### src/hdl/mfb_ram.sv
// Generic single-write, single-read RAM with registered read data.
module mfb_ram #(
    parameter int WIDTH = 8,
    parameter int DEPTH = 16
) (
    input  logic                     clk,
    input  logic                     we,
    input  logic [$clog2(DEPTH)-1:0] waddr,
    input  logic [WIDTH-1:0]         wdata,
    input  logic [$clog2(DEPTH)-1:0] raddr,
    output logic [WIDTH-1:0]         rdata
);

    logic [WIDTH-1:0] mem [DEPTH];

    always_ff @(posedge clk)
    begin
        if (we)
        begin
            mem[waddr] <= wdata;
        end
        rdata <= mem[raddr];
    end

endmodule

### config.mk
export PLATFORM = sky130hd
export DESIGN_NAME = mfb_ram
export DESIGN_NICKNAME = d
export VERILOG_FILES = /design/src/hdl/mfb_ram.sv
export SDC_FILE = /design/constraint.sdc
export NUM_CORES = 1
export LEC_CHECK = 0
export BUFFER_PORTS_ARGS = -buffer_cell sky130_fd_sc_hd__buf_2
export CORE_MARGIN = 3
export CORE_UTILIZATION = 40
export CTS_CLUSTER_SIZE = 12
export DETAILED_ROUTE_END_ITERATION = 12
export HOLD_SLACK_MARGIN = 0.02
export PLACE_DENSITY_LB_ADDON = 0.15
export RECOVER_POWER = 50
export SETUP_SLACK_MARGIN = 0.05
export SYNTH_ARGS = -nofsm -noshare
export SYNTH_HDL_FRONTEND = slang
export SYNTH_SLANG_ARGS = --single-unit
### constraint.sdc
create_clock -name clk -period 2.85 [get_ports clk]
set_input_delay 0.57 -clock clk [delete_from_list [all_inputs] [get_ports clk]]
set_output_delay 0.57 -clock clk [all_outputs]
set_load 0.005 [all_outputs]
* Word-level counts from Yosys, hierarchy flattened
Memories as Yosys holds them, arrays and structs flattened. A register that Yosys moved wholly into a read port is not among the register bits.
Cells that the tools add are included.
** Word-level totals
- RAM bits :: 128
- Bits in registers :: 0
- Output and inout port bits :: 8
- Word-level logic and storage cells :: 3
- Bits of input ports :: 18
- Memories :: 1
** Cells by class
- Multiplexer cells :: 2
** Memory list
- mem :: depth 16, width 8, rd ports 1, clocked after memory_dff 1, write ports 1, line 14 : logic [WIDTH-1:0] mem [DEPTH];
** Operators by type and width (count)
- 1-bit 2-to-1 mux :: 2

* Logic depth before layout (Yosys ltp)
- Depth after elaboration :: 2
- Depth in mapped cells :: 5
- Gate-level depth less buffers :: 3

* Least setup slack after synthesis
OpenSTA, ideal clock, no wires.
- Path kind :: input -> register
- Start :: in waddr[2]
- End :: mem mem[0][0], enable pin
- Path slack :: 787 ps
- Path buffers :: 0
- Setup time :: 383 ps
- Required time :: 2467 ps
- Data arrival time :: 1680 ps
- Stages on the path :: 2
- Cells stage by stage :: or3b_2 -> nor3_1
** RTL lines
- start: declaration :: line 8 : input logic [$clog2(DEPTH)-1:0] waddr,
- end: declaration :: line 14
No word-level cell before the write port.

==> results.sh <==
export IMPL_fin_tns_setup_ns=0
export IMPL_p_leak_nw=2.03
export IMPL_met2_usage_pct=22.6
export IMPL_max_clock_freq_mhz=629
export IMPL_drv_slew=0
export IMPL_synthCells=229
export IMPL_sequentialPowerShare_pct=50.9
export IMPL_p_int_mw=3.55
export IMPL_switching_power_mw=0.874
export IMPL_arrival_ns=1.88
export IMPL_cts_root_buf="clkbuf_16"
export IMPL_wire_per_inst_um=22.6
export IMPL_nNetsFinal=300
export IMPL_sw_frac_of_total_pct=19.7
export IMPL_clockPowerShare_pct=44.6
export IMPL_use_met1_pct=23.6
export IMPL_antenna_found_initial=0
export IMPL_postCtsSetupBuffers=0
export IMPL_grt_use_met3_pct=5.32
export IMPL_cts_buffers=17
export IMPL_comb_power_share_pct=4.5
export IMPL_overflow=0
export IMPL_dr_first_iter_drc_count=221
export IMPL_finalWorstSetupSlack_ns=1.26
export IMPL_critPathKind="in2reg"
export IMPL_cts_htree_levels=4
export IMPL_grt_start_max_net_pins=33
export IMPL_rows=40
export IMPL_setup_violations_final=0
export IMPL_post_route_period_util_pct=55.8
export IMPL_wl_um=10500
export IMPL_via_count=2439
export IMPL_ys_warn_count=0
export IMPL_drive_gt1_share_pct=26.9
export IMPL_hold_ws_ns=0.679
export IMPL_coreArea_um2=12300
export IMPL_max_slew_worst_pin_slew_ns=0.785
export IMPL_crit_required_ns=3.14
export IMPL_cp_start_kind="primary input"
export IMPL_ys_seq_area_share_pct=77.8
export IMPL_ant_nets=0
export IMPL_grt_busiest_layer="met1"
export IMPL_fin_area_um2=6080
export IMPL_hpwl_um=6670
export IMPL_placed_area_um2=5550
export IMPL_slew_headroom_pct=47.6
export IMPL_ys_types=19
export IMPL_antenna_cells=0
export IMPL_cts_tree="yes"
export IMPL_post_route_min_period_ns=1.59
export IMPL_clkTransAtPathRegs_ns=0.05
export IMPL_final_setup_skew_ns=0.00768
export IMPL_path_max_fanout=32
export IMPL_dp_slack_ns=0.810
export IMPL_syn2layout_area_growth_pct=18.1
export IMPL_hold_path_class="reg2reg"
export IMPL_hold_buffers=0
export IMPL_grt_pass1_vias=2558
export IMPL_endpoint_kind="register"
export IMPL_port_buffers=25
export IMPL_total_power_mw=4.43
export IMPL_status="finished, final reports clean"
export IMPL_gp_congestion=0.720
export IMPL_syn_mean_instance_area_um2=22.5
export IMPL_netlist_area_um2=5150
export IMPL_power_density_nw_per_um2=729
export IMPL_start_util_pct=41.8
export IMPL_grt_pass1_wl_um=16200
export IMPL_hold_viol=0
export IMPL_track_usage_pct=16.0
export IMPL_ctsLongestPathBuffers=2
export IMPL_cts_sinks=136
export IMPL_die_w_um=119
export IMPL_die_h_um=119
export IMPL_syn_nets=247
export IMPL_die_area_um2=14300
export IMPL_pin_count=26
export IMPL_vias_per_cell=5.28
export IMPL_firstDrtPassIters=5
export IMPL_cts_repair_resized=0
export IMPL_ys_ff_latch=136
export IMPL_max_cap_violations=0
export IMPL_rsz0062_at_grt="no"
export IMPL_clock_latency_ns=0.41
export IMPL_ir_worst_vdd_mv=0.402
export IMPL_remaining_drc_errors=0
layer usage:
| metal | share of wire [%] | vias up |
|---|---|---|
| met4 | 1.0 | 0 |
| met5 | 0 | - |
| met1 | 49 | 1286 |
| met2 | 45 | 65 |
| li1 | - | 1078 |
| met3 | 5.0 | 10 |
critical path: stages:
cell	delay, ns
buf_2	0.10
buf_12	0.25
mux4_1	0.63
a22oi_1	0.24
nand2_1	0.08
through the flow:
stage	cells	utilization (%)
floorplan	229	-
global placement	431	45.1
detailed placement	431	45.1
CTS	462	49.5
global route	462	49.4
finish	462	49.4
power by group through the flow:
stage / Combinational [mW] / Clock [mW] / Sequential, mW
detailed placement: 0.209 / 0 / 2.29
floorplan: 0.114 / 0 / 2.29
finish: 0.201 / 1.97 / 2.25
CTS: 0.209 / 2.02 / 2.25
global placement: 0.207 / 0 / 2.29
global route: 0.223 / 2.12 / 2.25
flip-flops by register name, indices dropped and copies added (netlist names):
name	count
rdata	8
mem	128
cell usage after synthesis:
library cell / number / area share [%]
edfxtp_1: 128 / 75
mux4_2: 18 / 7.9
a22oi_1: 16 / 2.3
buf_2: 3 / 0.29
and2_1: 1 / 0.12
or3b_2: 1 / 0.17
nand3_1: 1 / 0.097
nor2_1: 13 / 0.95
nand2b_1: 2 / 0.24
nand3b_1: 2 / 0.29
clkdlybuf4s25_2: 3 / 0.58
and2b_1: 1 / 0.15
buf_4: 1 / 0.15
nor3_1: 4 / 0.39
mux4_1: 14 / 7.1
nor2b_1: 1 / 0.12
nand2_1: 9 / 0.66
buf_6: 3 / 0.66
dfxtp_1: 8 / 3.1
cell usage in the layout, fill, tap and decap left out:
| cell type | count |
|---|---|
| clkbuf_8 | 2 |
| buf_2 | 16 |
| a22oi_1 | 16 |
| buf_12 | 1 |
| nand3_1 | 1 |
| nor3_1 | 4 |
| mux4_2 | 18 |
| bufinv_16 | 1 |
| and2b_1 | 1 |
| clkbuf_16 | 17 |
| clkinv_2 | 3 |
| nor2b_1 | 1 |
| dfxtp_1 | 8 |
| edfxtp_1 | 128 |
| nand3b_1 | 2 |
| nor2_1 | 13 |
| clkbuf_1 | 13 |
| mux4_1 | 14 |
| buf_4 | 17 |
| clkinvlp_4 | 2 |
| nand2_1 | 9 |
| or3b_2 | 1 |
| and2_1 | 1 |
| clkinv_1 | 2 |
| nand2b_1 | 2 |
| clkinv_4 | 1 |
worst paths after layout:
| path | startpoint | end | slack, ns | depth (start not counted) |
|---|---|---|---|---|
| worst max-delay path | raddr[0] | rdata[2] | 1.26 | 5 |
| worst min-delay path | mem[4][1] | rdata[1] | 0.68 | 3 |
| worst max register to register | mem[5][2] | rdata[2] | 1.48 | 3 |
| worst min register to register | mem[4][1] | rdata[1] | 0.68 | 3 |
cell type report:
| class | instances | area [um2] |
|---|---|---|
| Clock buffer | 22 | 464 |
| Clock inverter | 9 | 76.3 |
| Fill cell | 1031 | 6230 |
| Multi-Input combinational cell | 83 | 1060 |
| Sequential cell | 136 | 4000 |
| Tap cell | 168 | 210 |
| Timing Repair Buffer | 44 | 265 |
kinds of logic (layout without fill, tap and decap cells):
kind of cell,count (synthesis),after routing,share of synthesized area (%)
flops,136,136,77.8
buf+inv,10,75,1.68
compound gates,16,16,2.33
mux,32,32,15.0
simple gates,35,35,3.18
No activity file was read; power rests on OpenSTA's default activity.
